**src/skf_pkg.sv**
```systemverilog
package skf_pkg;

   localparam int DATA_W      = 32;
   localparam int GAIN_W      = 17;
   localparam int FRAC_W      = 16;
   localparam int DIV_STEPS   = 17;
   localparam int CSR_INDEX_W = 2;

   localparam logic [GAIN_W-1:0] GAIN_ONE = 17'd65536;

   localparam logic [DATA_W-1:0] PROCESS_NOISE_RESET     = 32'd655;
   localparam logic [DATA_W-1:0] MEASUREMENT_NOISE_RESET = 32'd6554;
   localparam logic [DATA_W-1:0] INITIAL_ESTIMATE_RESET  = 32'd108134;
   localparam logic [DATA_W-1:0] INITIAL_VARIANCE_RESET  = 32'd65536;

   typedef enum logic [CSR_INDEX_W-1:0] {
      CSR_PROCESS_NOISE,
      CSR_MEASUREMENT_NOISE,
      CSR_INITIAL_ESTIMATE,
      CSR_INITIAL_VARIANCE
   } csr_index_type;

   typedef struct packed {
      logic load_in;
      logic predict;
      logic setup;
      logic div_step;
      logic multiply;
      logic commit;
   } dp_cmd_type;

   typedef struct packed {
      logic out_free;
   } dp_status_type;

endpackage

```
**src/skf_if.sv**
```systemverilog
interface skf_req_if import skf_pkg::*; ();
   logic                     valid;
   logic                     ready;
   logic signed [DATA_W-1:0] measurement;
   logic                     restart;

   modport source (output valid, output measurement, output restart, input ready);
   modport sink (input valid, input measurement, input restart, output ready);
endinterface

interface skf_rsp_if import skf_pkg::*; ();
   logic                     valid;
   logic                     ready;
   logic signed [DATA_W-1:0] estimate;
   logic        [DATA_W-1:0] variance;
   logic        [GAIN_W-1:0] gain;

   modport source (output valid, output estimate, output variance, output gain,
                   input ready);
   modport sink (input valid, input estimate, input variance, input gain,
                 output ready);
endinterface

```
**src/skf_ctrl.sv**
```systemverilog
module skf_ctrl import skf_pkg::*; (
   input  logic          clock,
   input  logic          reset,
   input  logic          req_valid,
   output logic          req_ready,
   output dp_cmd_type    cmd,
   input  dp_status_type status
);

   localparam int COUNT_W = $clog2(DIV_STEPS);
   localparam logic [COUNT_W-1:0] COUNT_LAST = COUNT_W'(DIV_STEPS - 1);

   typedef enum logic [2:0] {
      IDLE,
      PRED,
      SETUP,
      DIV,
      MUL,
      UPD
   } state_type;

   state_type          state_ff, state_in;
   logic [COUNT_W-1:0] count_ff, count_in;
   logic               ready_ff, ready_in;

   always_comb begin
      state_in = state_ff;
      count_in = count_ff;
      cmd      = '0;
      unique case (state_ff)
         IDLE: begin
            if (req_valid && ready_ff) begin
               cmd.load_in = 1'b1;
               state_in    = PRED;
            end
         end
         PRED: begin
            cmd.predict = 1'b1;
            state_in    = SETUP;
         end
         SETUP: begin
            cmd.setup = 1'b1;
            count_in  = '0;
            state_in  = DIV;
         end
         DIV: begin
            cmd.div_step = 1'b1;
            if (count_ff == COUNT_LAST) begin
               state_in = MUL;
            end else begin
               count_in = count_ff + 1'b1;
            end
         end
         MUL: begin
            cmd.multiply = 1'b1;
            state_in     = UPD;
         end
         UPD: begin
            if (status.out_free) begin
               cmd.commit = 1'b1;
               state_in   = IDLE;
            end
         end
         default: begin
            state_in = IDLE;
         end
      endcase
      ready_in = (state_in == IDLE);
   end

   always_ff @(posedge clock) begin
      if (reset) begin
         state_ff <= IDLE;
         count_ff <= '0;
         ready_ff <= 1'b1;
      end else begin
         state_ff <= state_in;
         count_ff <= count_in;
         ready_ff <= ready_in;
      end
   end

   assign req_ready = ready_ff;

   a_accept_starts: assert property (@(posedge clock) disable iff (reset)
      (req_valid && req_ready) |=> (state_ff == PRED))
      else $error("accepted beat did not start the update sequence");

   a_commit_free: assert property (@(posedge clock) disable iff (reset)
      cmd.commit |-> status.out_free)
      else $error("result committed while the output register was occupied");

   a_div_length: assert property (@(posedge clock) disable iff (reset)
      (state_ff == DIV && count_ff == COUNT_LAST) |=> (state_ff == MUL))
      else $error("divider did not hand over after its last step");

   a_ready_idle: assert property (@(posedge clock) disable iff (reset)
      req_ready |-> (state_ff == IDLE))
      else $error("ready raised outside the idle state");

endmodule

```
**src/skf_dp.sv**
```systemverilog
module skf_dp import skf_pkg::*; (
   input  logic                     clock,
   input  logic                     reset,
   input  dp_cmd_type               cmd,
   output dp_status_type            status,
   input  logic                     csr_write_enable,
   input  logic [CSR_INDEX_W-1:0]   csr_index,
   input  logic [DATA_W-1:0]        csr_write_data,
   input  logic signed [DATA_W-1:0] req_measurement,
   input  logic                     req_restart,
   input  logic                     rsp_ready,
   output logic                     rsp_valid,
   output logic signed [DATA_W-1:0] rsp_estimate,
   output logic [DATA_W-1:0]        rsp_variance,
   output logic [GAIN_W-1:0]        rsp_gain
);

   localparam int DIFF_W  = DATA_W + 1;
   localparam int PE_W    = DIFF_W + GAIN_W + 1;
   localparam int PP_W    = DATA_W + GAIN_W;
   localparam int DELTA_W = PE_W - FRAC_W;
   localparam int ESUM_W  = DELTA_W + 1;
   localparam int PN_W    = PP_W - FRAC_W;

   logic [DATA_W-1:0]        q_noise_ff, r_noise_ff, init_var_ff;
   logic signed [DATA_W-1:0] init_est_ff;
   logic signed [DATA_W-1:0] est_ff, est_in;
   logic [DATA_W-1:0]        var_ff, var_in;
   logic                     rsp_valid_ff;

   logic signed [DATA_W-1:0] meas_ff;
   logic [DATA_W-1:0]        ppred_ff;
   logic [DATA_W:0]          den_ff;
   logic                     den_zero_ff;
   logic [DATA_W:0]          rem_ff;
   logic                     nbit_ff;
   logic [GAIN_W-1:0]        quot_ff;
   logic signed [DIFF_W-1:0] diff_ff;
   logic [GAIN_W-1:0]        gain_ff;
   logic signed [PE_W-1:0]   prod_e_ff, prod_e_in;
   logic [PP_W-1:0]          prod_p_ff, prod_p_in;
   logic signed [DATA_W-1:0] out_est_ff;
   logic [DATA_W-1:0]        out_var_ff;
   logic [GAIN_W-1:0]        out_gain_ff;

   logic [DATA_W:0]          ppred_sum, den_sum;
   logic [DATA_W-1:0]        ppred_sat;
   logic signed [DIFF_W-1:0] diff_in;
   logic [DATA_W+1:0]        shifted, trial;
   logic                     take;
   logic [DATA_W:0]          rem_in;
   logic [GAIN_W-1:0]        gain_in, one_minus;
   logic signed [DELTA_W-1:0] delta;
   logic signed [ESUM_W-1:0] est_sum;
   logic [PN_W-1:0]          pnew;

   always_comb begin
      ppred_sum = {1'b0, var_ff} + {1'b0, q_noise_ff};
      ppred_sat = ppred_sum[DATA_W] ? '1 : ppred_sum[DATA_W-1:0];
      den_sum   = {1'b0, ppred_ff} + {1'b0, r_noise_ff};
      diff_in   = DIFF_W'(meas_ff) - DIFF_W'(est_ff);

      shifted = {rem_ff, nbit_ff};
      trial   = shifted - {1'b0, den_ff};
      take    = ~trial[DATA_W+1];
      rem_in  = take ? trial[DATA_W:0] : shifted[DATA_W:0];

      gain_in   = den_zero_ff ? '0 : quot_ff;
      one_minus = GAIN_ONE - gain_in;
      prod_e_in = diff_ff * $signed({1'b0, gain_in});
      prod_p_in = PP_W'(one_minus) * PP_W'(ppred_ff);

      delta   = prod_e_ff[PE_W-1:FRAC_W];
      est_sum = ESUM_W'(est_ff) + ESUM_W'(delta);
      if (est_sum > ESUM_W'(signed'({1'b0, {(DATA_W-1){1'b1}}}))) begin
         est_in = {1'b0, {(DATA_W-1){1'b1}}};
      end else if (est_sum < -(ESUM_W'(signed'({1'b0, {(DATA_W-1){1'b1}}}))) - 1) begin
         est_in = {1'b1, {(DATA_W-1){1'b0}}};
      end else begin
         est_in = est_sum[DATA_W-1:0];
      end

      pnew   = prod_p_ff[PP_W-1:FRAC_W];
      var_in = pnew[PN_W-1] ? '1 : pnew[DATA_W-1:0];
   end

   always_ff @(posedge clock) begin
      if (reset) begin
         q_noise_ff   <= PROCESS_NOISE_RESET;
         r_noise_ff   <= MEASUREMENT_NOISE_RESET;
         init_est_ff  <= INITIAL_ESTIMATE_RESET;
         init_var_ff  <= INITIAL_VARIANCE_RESET;
         est_ff       <= INITIAL_ESTIMATE_RESET;
         var_ff       <= INITIAL_VARIANCE_RESET;
         rsp_valid_ff <= 1'b0;
      end else begin
         if (csr_write_enable) begin
            unique case (csr_index_type'(csr_index))
               CSR_PROCESS_NOISE:     q_noise_ff  <= csr_write_data;
               CSR_MEASUREMENT_NOISE: r_noise_ff  <= csr_write_data;
               CSR_INITIAL_ESTIMATE:  init_est_ff <= csr_write_data;
               CSR_INITIAL_VARIANCE:  init_var_ff <= csr_write_data;
               default: begin
               end
            endcase
         end
         if (cmd.load_in && req_restart) begin
            est_ff <= init_est_ff;
            var_ff <= init_var_ff;
         end else if (cmd.commit) begin
            est_ff <= est_in;
            var_ff <= var_in;
         end
         if (cmd.commit) begin
            rsp_valid_ff <= 1'b1;
         end else if (rsp_ready) begin
            rsp_valid_ff <= 1'b0;
         end
      end
   end

   always_ff @(posedge clock) begin
      if (cmd.load_in) begin
         meas_ff <= req_measurement;
      end
      if (cmd.predict) begin
         ppred_ff <= ppred_sat;
      end
      if (cmd.setup) begin
         den_ff      <= den_sum;
         den_zero_ff <= (den_sum == '0);
         rem_ff      <= {2'b00, ppred_ff[DATA_W-1:1]};
         nbit_ff     <= ppred_ff[0];
         diff_ff     <= diff_in;
      end
      if (cmd.div_step) begin
         rem_ff  <= rem_in;
         nbit_ff <= 1'b0;
         quot_ff <= {quot_ff[GAIN_W-2:0], take};
      end
      if (cmd.multiply) begin
         gain_ff   <= gain_in;
         prod_e_ff <= prod_e_in;
         prod_p_ff <= prod_p_in;
      end
      if (cmd.commit) begin
         out_est_ff  <= est_in;
         out_var_ff  <= var_in;
         out_gain_ff <= gain_ff;
      end
   end

   assign status.out_free = ~rsp_valid_ff | rsp_ready;
   assign rsp_valid    = rsp_valid_ff;
   assign rsp_estimate = out_est_ff;
   assign rsp_variance = out_var_ff;
   assign rsp_gain     = out_gain_ff;

endmodule

```
**src/scalar_kalman_filter.sv**
```systemverilog
// Scalar Kalman filter for a constant-level signal in Q16.16 fixed point. Each accepted
// beat carries one measurement and a restart bit and yields exactly one result beat with
// the new estimate, the new variance and the Q1.16 gain. The restoring divider forms the gain
// one quotient bit per cycle. A new beat is taken only once the filter is idle again. A
// finished result waits in an output register, so the next beat is accepted and worked on
// while it is still pending. The user must write registers only while the filter is idle;
// the block does not enforce it. Writes do not touch the running estimate or variance; only
// reset or a restart beat loads the initial values.
module scalar_kalman_filter import skf_pkg::*; (
   input  logic                   clock,
   input  logic                   reset,
   skf_req_if.sink                req,
   skf_rsp_if.source              rsp,
   input  logic                   csr_write_enable,
   input  logic [CSR_INDEX_W-1:0] csr_index,
   input  logic [DATA_W-1:0]      csr_write_data
);

   dp_cmd_type    cmd;
   dp_status_type status;

   skf_ctrl u_ctrl (
      .clock     (clock),
      .reset     (reset),
      .req_valid (req.valid),
      .req_ready (req.ready),
      .cmd       (cmd),
      .status    (status)
   );

   skf_dp u_dp (
      .clock            (clock),
      .reset            (reset),
      .cmd              (cmd),
      .status           (status),
      .csr_write_enable (csr_write_enable),
      .csr_index        (csr_index),
      .csr_write_data   (csr_write_data),
      .req_measurement  (req.measurement),
      .req_restart      (req.restart),
      .rsp_ready        (rsp.ready),
      .rsp_valid        (rsp.valid),
      .rsp_estimate     (rsp.estimate),
      .rsp_variance     (rsp.variance),
      .rsp_gain         (rsp.gain)
   );

endmodule
```
**src/flat_wrapper.sv**
```systemverilog
// flat-port wrapper written by rule: the top's interface ports become plain ports
module scalar_kalman_filter_flat import skf_pkg::*;
  (clock, reset, csr_write_enable, csr_index, csr_write_data, req_valid, req_measurement, req_restart, req_ready, rsp_valid, rsp_estimate, rsp_variance, rsp_gain, rsp_ready);
  skf_req_if req_i ();
  skf_rsp_if rsp_i ();
  input  logic clock;
  input  logic reset;
  input  logic csr_write_enable;
  input  logic [CSR_INDEX_W-1:0] csr_index;
  input  logic [DATA_W-1:0] csr_write_data;
  input wire logic [$bits(req_i.valid)-1:0] req_valid;
  input wire logic [$bits(req_i.measurement)-1:0] req_measurement;
  input wire logic [$bits(req_i.restart)-1:0] req_restart;
  output wire logic [$bits(req_i.ready)-1:0] req_ready;
  output wire logic [$bits(rsp_i.valid)-1:0] rsp_valid;
  output wire logic [$bits(rsp_i.estimate)-1:0] rsp_estimate;
  output wire logic [$bits(rsp_i.variance)-1:0] rsp_variance;
  output wire logic [$bits(rsp_i.gain)-1:0] rsp_gain;
  input wire logic [$bits(rsp_i.ready)-1:0] rsp_ready;
  assign req_i.valid = req_valid;
  assign req_i.measurement = req_measurement;
  assign req_i.restart = req_restart;
  assign req_ready = req_i.ready;
  assign rsp_valid = rsp_i.valid;
  assign rsp_estimate = rsp_i.estimate;
  assign rsp_variance = rsp_i.variance;
  assign rsp_gain = rsp_i.gain;
  assign rsp_i.ready = rsp_ready;
  scalar_kalman_filter u_core (.clock(clock), .reset(reset), .req(req_i), .rsp(rsp_i), .csr_write_enable(csr_write_enable), .csr_index(csr_index), .csr_write_data(csr_write_data));
endmodule
```
**config.mk**
```make
export PLATFORM = sky130hd
export DESIGN_NAME = scalar_kalman_filter_flat
export DESIGN_NICKNAME = d
export VERILOG_FILES = /design/src/skf_pkg.sv /design/src/skf_if.sv /design/src/skf_ctrl.sv /design/src/skf_dp.sv /design/src/scalar_kalman_filter.sv /design/src/flat_wrapper.sv
export SDC_FILE = /design/constraint.sdc
export NUM_CORES = 2
export LEC_CHECK = 0
export ABC_AREA = 1
export ABC_CLOCK_PERIOD_IN_PS = 6400
export BUFFER_PORTS_ARGS = -buffer_cell sky130_fd_sc_hd__buf_2
export CAP_MARGIN = 20
export CELL_PAD_IN_SITES_DETAIL_PLACEMENT = 1
export CELL_PAD_IN_SITES_GLOBAL_PLACEMENT = 1
export CORE_ASPECT_RATIO = 0.75
export CORE_MARGIN = 8
export CORE_UTILIZATION = 45
export DETAILED_ROUTE_END_ITERATION = 6
export HOLD_SLACK_MARGIN = 0.03
export PLACE_DENSITY_LB_ADDON = 0.1
export REMOVE_ABC_BUFFERS = 1
export SYNTH_ARGS = -nofsm -noshare
export SYNTH_HDL_FRONTEND = slang
export SYNTH_SLANG_ARGS = --single-unit
```
**constraint.sdc**
```tcl
create_clock -name clock -period 6.4 [get_ports clock]
set_clock_uncertainty 0.1 [all_clocks]
set_input_delay 0.96 -clock clock [delete_from_list [all_inputs] [get_ports clock]]
set_output_delay 0.96 -clock clock [all_outputs]
set_load 0.01 [all_outputs]
```
[After elaboration in Yosys (flattened, before gate mapping)]
Index checks and enable logic that the tools add are counted.
Cells by class
  add/subtract/negate cells: 7
  multipliers: 2
  magnitude comparators: 2
  eq/ne operators: 10
  mux-type cells: 27
  bitwise operators: 3
  reductions and logical operators: 15
Operators with widths (count)
  32-bit two-way mux: 7
  33-bit two-way mux: 3
  32-bit by 32-bit adder with 33-bit output: 2
  33-bit by 18-bit multiplier with 51-bit output: 1
  17-bit by 32-bit multiplier with 49-bit output: 1
  32-bit by 35-bit adder with 36-bit output: 1
  36-bit by 32-bit > comparator with 1-bit output, second input constant: 1
  36-bit by 32-bit less-than comparator with 1-bit output, second input constant: 1
  34-bit by 33-bit subtractor with 34-bit output: 1
  33-bit logical NOT: 1
  32-bit by 32-bit subtractor with 33-bit output: 1
  3-bit one-hot mux with 6 select lines: 1
  17-bit two-way mux: 1
  17-bit subtractor, first input constant: 1
  1-bit two-way mux: 10
  5-bit one-hot mux with 2 select lines: 1
  2-bit AND reduction: 5
  3-bit two-way mux: 3
  2-bit nonzero test: 4
  3-bit by 2-bit == test with 1-bit output, second input constant: 2
  3-bit == test, second input constant: 2
  3-bit logical NOT: 2
  5-bit by 1-bit adder with 5-bit output, second input constant: 1
  5-bit == test, second input constant: 1
  other kinds (9): 12
Word-level totals
  register bits: 582
  input bits: 72
  output and inout port bits: 83
  logic and storage cells: 90

[Longest topological paths before layout]
  depth after elaboration: 6
  depth in mapped cells: 38

[Hierarchy]
From an unflattened synthesis, not the netlist that was laid out.
Unflattened totals
  cell total of the unflattened synthesis: 7861
  area, all modules: 65522.8 um^2
Modules (own cells, without submodules)
  skf_dp: instances 1, cells each 7784, area each 65001.1 um^2, seq. area each 14303.7 um^2
  skf_ctrl: instances 1, cells each 77, area each 521.8 um^2, seq. area each 180.2 um^2

[Worst setup path after synthesis]
No wires, ideal clock.
  path type: register -> register
  from: register u_core.u_dp.den_zero_ff
  to: register u_core.u_dp.prod_p_ff[41] (data pin)
  arrival time: 6.575 ns
  data required time: 6.041 ns
  slack: -0.533 ns
  stages on the path, launching flop included: 35
  path buffers: 1
  path through: edfxtp_1 inv_2 nand2_4 inv_2 nor3_4 nand4_2 nor2_1 nand2_1 nor3_2 nand2_2 nor2_2 nand3_2 xor2_2 inv_4 buf_12 nor2_2 fa_1 fa_1 fa_1 fa_1 fa_1 inv_1 fa_1 inv_1 ha_1 a21oi_1 inv_1 a21oi_1 a21boi_0 o21ai_0 a21oi_1 o21ai_0 nand4_1 nand3_1 xor2_1
Between the ends
  word-level cells in the longest chain between the ends: 3
Ends and longest elaborated chain
  from (decl): RTL line skf_dp.sv:34  | logic den_zero_ff;
  from (signal assigned): RTL line skf_dp.sv:131  | den_zero_ff <= (den_sum == '0);
  17-bit two-way mux: RTL line skf_dp.sv:68  | gain_in = den_zero_ff ? '0 : quot_ff;
  17-bit subtractor: RTL line skf_dp.sv:69  | one_minus = GAIN_ONE - gain_in;
  17-bit by 32-bit multiplier with 49-bit output: RTL line skf_dp.sv:71  | prod_p_in = PP_W'(one_minus) * PP_W'(ppred_ff);
  named net u_core.u_dp.prod_p_in[41]: RTL line skf_dp.sv:41  | logic [PP_W-1:0] prod_p_ff, prod_p_in;
  to (signal assigned): RTL line skf_dp.sv:144  | prod_p_ff <= prod_p_in;
  to (decl): RTL line skf_dp.sv:41
The timed path passes the listed nets, and every way through them passes these cells.
A chain may end at the register's enable or synchronous reset.

[Worst setup path after layout]
  from: register u_core.u_dp.den_zero_ff
  to: register u_core.u_dp.prod_p_ff[37] (data pin)
The elaborated chain is that of the path after synthesis.

==> flow_metrics.env <==
export IMPL_drt_total_wl_mm=283
export IMPL_finalSetupTns_ns=-49.48
export IMPL_critical_path_class="flip-flop to flip-flop"
export IMPL_rsz0062_at_grt="yes"
export IMPL_fp_dieArea_um2=157000
export IMPL_fin_util_pct=56.6
export IMPL_ys_warn_count=0
export IMPL_post_drt_via_cell_ratio=5.60
export IMPL_worst_hold_path_type="flip-flop to flip-flop"
export IMPL_core_area_um2=143000
export IMPL_ctsHoldBuffers=0
export IMPL_num_rows=120
export IMPL_synth_seq_cells=550
export IMPL_r2r_cells=35
export IMPL_die_h_um=345
export IMPL_dr_pass1_iters=7
export IMPL_slew_headroom_pct=24.8
export IMPL_ctsLongestPathBuffers=3
export IMPL_path_delay_family="adder cells"
export IMPL_hold_path_startpoint="u_core.u_dp.gain_ff[1]"
export IMPL_cpMaxStageDelayCell="fa_1"
export IMPL_route_met2_wl_mm=118
export IMPL_fp_dieW_um=454
export IMPL_placed_area_um2=73000
export IMPL_yosys_area_top_type="fa_1"
export IMPL_overflow=0
export IMPL_hold_viol=0
export IMPL_holdWs_ns=0.322
export IMPL_io_pins=155
export IMPL_end_kind="flip-flop"
export IMPL_cp_arrival_ns=7.92
export IMPL_post_synth_top_area_fraction_pct=30.4
export IMPL_routed_top_layer="met5"
export IMPL_first_global_vias=61377
export IMPL_drcViolationCount=10
export IMPL_cp_startpoint="u_core.u_dp.den_zero_ff"
export IMPL_cts_sinks=550
export IMPL_clkTransAtPathRegs_ns=0.07
export IMPL_cpPeakStageDelay_ns=0.60
export IMPL_async_flop_share_pct=0
export IMPL_violations="DRC, setup timing"
export IMPL_startpoint_type="flip-flop"
export IMPL_cts_tree="yes"
export IMPL_num_vias=59108
export IMPL_grt_max_degree=78
export IMPL_yosysUniqueCellTypes=60
export IMPL_min_delay_worst_endpoint="u_core.u_dp.rsp_gain[1]"
export IMPL_post_route_period_util_pct=118
export IMPL_wl_per_cell_um=26.8
export IMPL_grt_use_total_pct=34.4
export IMPL_critPathBufInv=10
export IMPL_ff2ff_setup_slack_ns=-1.17
export IMPL_synth_seq_area_share_pct=22.3
export IMPL_max_freq_mhz=132
export IMPL_fin_nets=10064
export IMPL_r2r_end="u_core.u_dp.prod_p_ff[37]"
export IMPL_place_congestion=1.04
export IMPL_final_antenna_net_count=0
export IMPL_cts_htree_levels=3
export IMPL_cts_buffers=66
export IMPL_reg2reg_from="u_core.u_dp.den_zero_ff"
export IMPL_area_growth_pct=24.9
export IMPL_ys_dominant_reg_cell="edfxtp_1"
export IMPL_drive_gt1_share_pct=20.7
export IMPL_tightest_slew_ns=1.12
export IMPL_cts_root_buf="clkbuf_16"
export IMPL_setup_slack_ns=-1.17
export IMPL_critical_path_max_fanout=7
export IMPL_clock_latency_ns=0.70
export IMPL_setup_viol=68
export IMPL_cp_common_cell="fa_1"
export IMPL_postLayoutCellArea_um2=81000
export IMPL_drt_met1_wl_mm=124
export IMPL_run_status="finished, violations left"
export IMPL_synth_cell_area_um2=64800
export IMPL_met3_length_mm=30.8
export IMPL_synth_top_cells_by_area="fa_1 30%, edfxtp_1 16%, inv_1 9.9%"
export IMPL_start_util_pct=45.4
export IMPL_synth_edf_count=347
export IMPL_hold_depth=0
export IMPL_drtIter0Drc=5535
export IMPL_period_needed_ns=7.57
export IMPL_antenna_found_initial=23
export IMPL_grt_first_pass_wirelength_mm=403
export IMPL_synth_area_per_cell_um2=8.31
export IMPL_critical_path_required_ns=6.75
export IMPL_portBuffers=154
export IMPL_dpl_hpwl_mm=218
export IMPL_maxSlewViolCount=0
export IMPL_drv_cap=0
export IMPL_syn_inst=7803
-- Yosys cell counts, types with 77 or more instances --
| cell type | instances |
|---|---|
| fa_1 | 986 |
| nor2_1 | 804 |
| xor2_1 | 116 |
| clkbuf_1 | 216 |
| nand3_1 | 127 |
| ha_1 | 405 |
| a21oi_1 | 385 |
| xnor2_1 | 77 |
| dfxtp_1 | 203 |
| inv_1 | 1716 |
| edfxtp_1 | 347 |
| nand2_1 | 1567 |
| o21ai_0 | 310 |
-- layout by cell type (no fill, tap or decap), types with 17 or more instances in the layout --
master / instances
buf_12: 77
edfxtp_1: 347
xnor2_1: 65
nor2_2: 75
ha_1: 354
nand3_1: 117
inv_2: 86
inv_1: 1635
buf_6: 119
nor3_1: 41
clkinv_1: 17
xor2_4: 19
xor2_1: 91
o21ai_0: 262
a21oi_1: 297
buf_8: 18
o21ai_2: 22
o22ai_1: 27
o21ai_1: 23
fa_1: 934
a21o_1: 24
nand2_4: 40
nor2_4: 51
buf_4: 599
nor2_1: 719
nand2_1: 1461
o211ai_1: 33
o21a_1: 20
or2_2: 40
nand2_2: 66
a221oi_1: 29
buf_2: 153
a21oi_2: 61
clkbuf_16: 69
dfxtp_1: 203
nand4_1: 44
fa_2: 52
a31oi_1: 40
a21oi_4: 27
ha_4: 50
-- worst register-to-register path, delay by kind of cell (launching register included) --
kind	cells	cell delay [ns]
compound gates	6	0.82
xor+xnor	2	0.36
fa+ha+maj	7	3.30
buf+inv	10	1.05
flops	1	0.39
simple gates	10	1.33
-- flip-flops by register name, indices dropped and copies added, names as in the netlist, 3 cells and up --
register,flops
u_core.u_ctrl.count_ff,5
u_core.u_dp.diff_ff,33
u_core.u_dp.var_ff,32
u_core.u_dp.den_ff,33
u_core.u_dp.rsp_variance,32
u_core.u_dp.rem_ff,33
u_core.u_dp.rsp_gain,17
u_core.u_dp.prod_e_ff,35
u_core.u_dp.quot_ff,17
u_core.u_dp.q_noise_ff,32
u_core.u_dp.init_var_ff,32
u_core.u_dp.r_noise_ff,32
u_core.u_ctrl.state_ff,3
u_core.u_dp.rsp_estimate,32
u_core.u_dp.ppred_ff,32
u_core.u_dp.est_ff,32
u_core.u_dp.meas_ff,32
u_core.u_dp.init_est_ff,32
u_core.u_dp.prod_p_ff,33
u_core.u_dp.gain_ff,17
-- layer usage --
layer,track usage [%],vias to the layer above
met5,0,-
met4,8.48,8
met3,10.1,480
met2,48.9,2736
met1,51.4,30428
li1,-,25456
-- timing repair --
action | in CTS | in global routing
setup buffers | 59 | 103
pin swaps | 115 | 221
endpoints found under the setup margin | 68 | 68
resized for setup | 556 | 480
gates cloned | 9 | 3
-- per-stage QoR --
stage,cells,worst slack (ns)
6_report,10560,-1.17
3_3_place_gp,10283,-1.23
2_1_floorplan,7553,-1.69
5_1_grt,10549,-1.36
3_5_place_dp,10284,-1.40
4_1_cts,10470,-0.939
-- kinds of logic after synthesis --
logic type / share of synthesized area [%]
simple gates: 16.8
buf+inv: 11.7
compound gates: 8.26
xor+xnor: 2.67
fa+ha+maj: 38.3
flops: 22.3
-- final cells by class --
class / instances / area [um2]
Clock inverter: 43 / 581
Sequential cell: 550 / 14500
Fill cell: 16605 / 62000
Timing Repair Buffer: 980 / 8790
Inverter: 1749 / 6630
Tap cell: 1891 / 2370
Multi-Input combinational cell: 5254 / 46400
Antenna cell: 14 / 35.0
Clock buffer: 79 / 1730
-- how the worst max path moves through the flow --
| stage | to | slack, ns | depth (start not counted) |
|---|---|---|---|
| after CTS | u_core.u_dp.prod_p_ff[37] | -0.94 | 36 |
| after floorplan | u_core.u_dp.prod_p_ff[41] | -1.69 | 35 |
| final | u_core.u_dp.prod_p_ff[37] | -1.17 | 35 |
| after global placement | u_core.u_dp.prod_p_ff[39] | -1.23 | 31 |
| after global routing | u_core.u_dp.prod_p_ff[47] | -1.36 | 36 |
| after detailed placement | u_core.u_dp.prod_p_ff[45] | -1.40 | 34 |
Power is not shown: default switching activity piles up to over one toggle a cycle in this logic, so the estimate is an artifact.
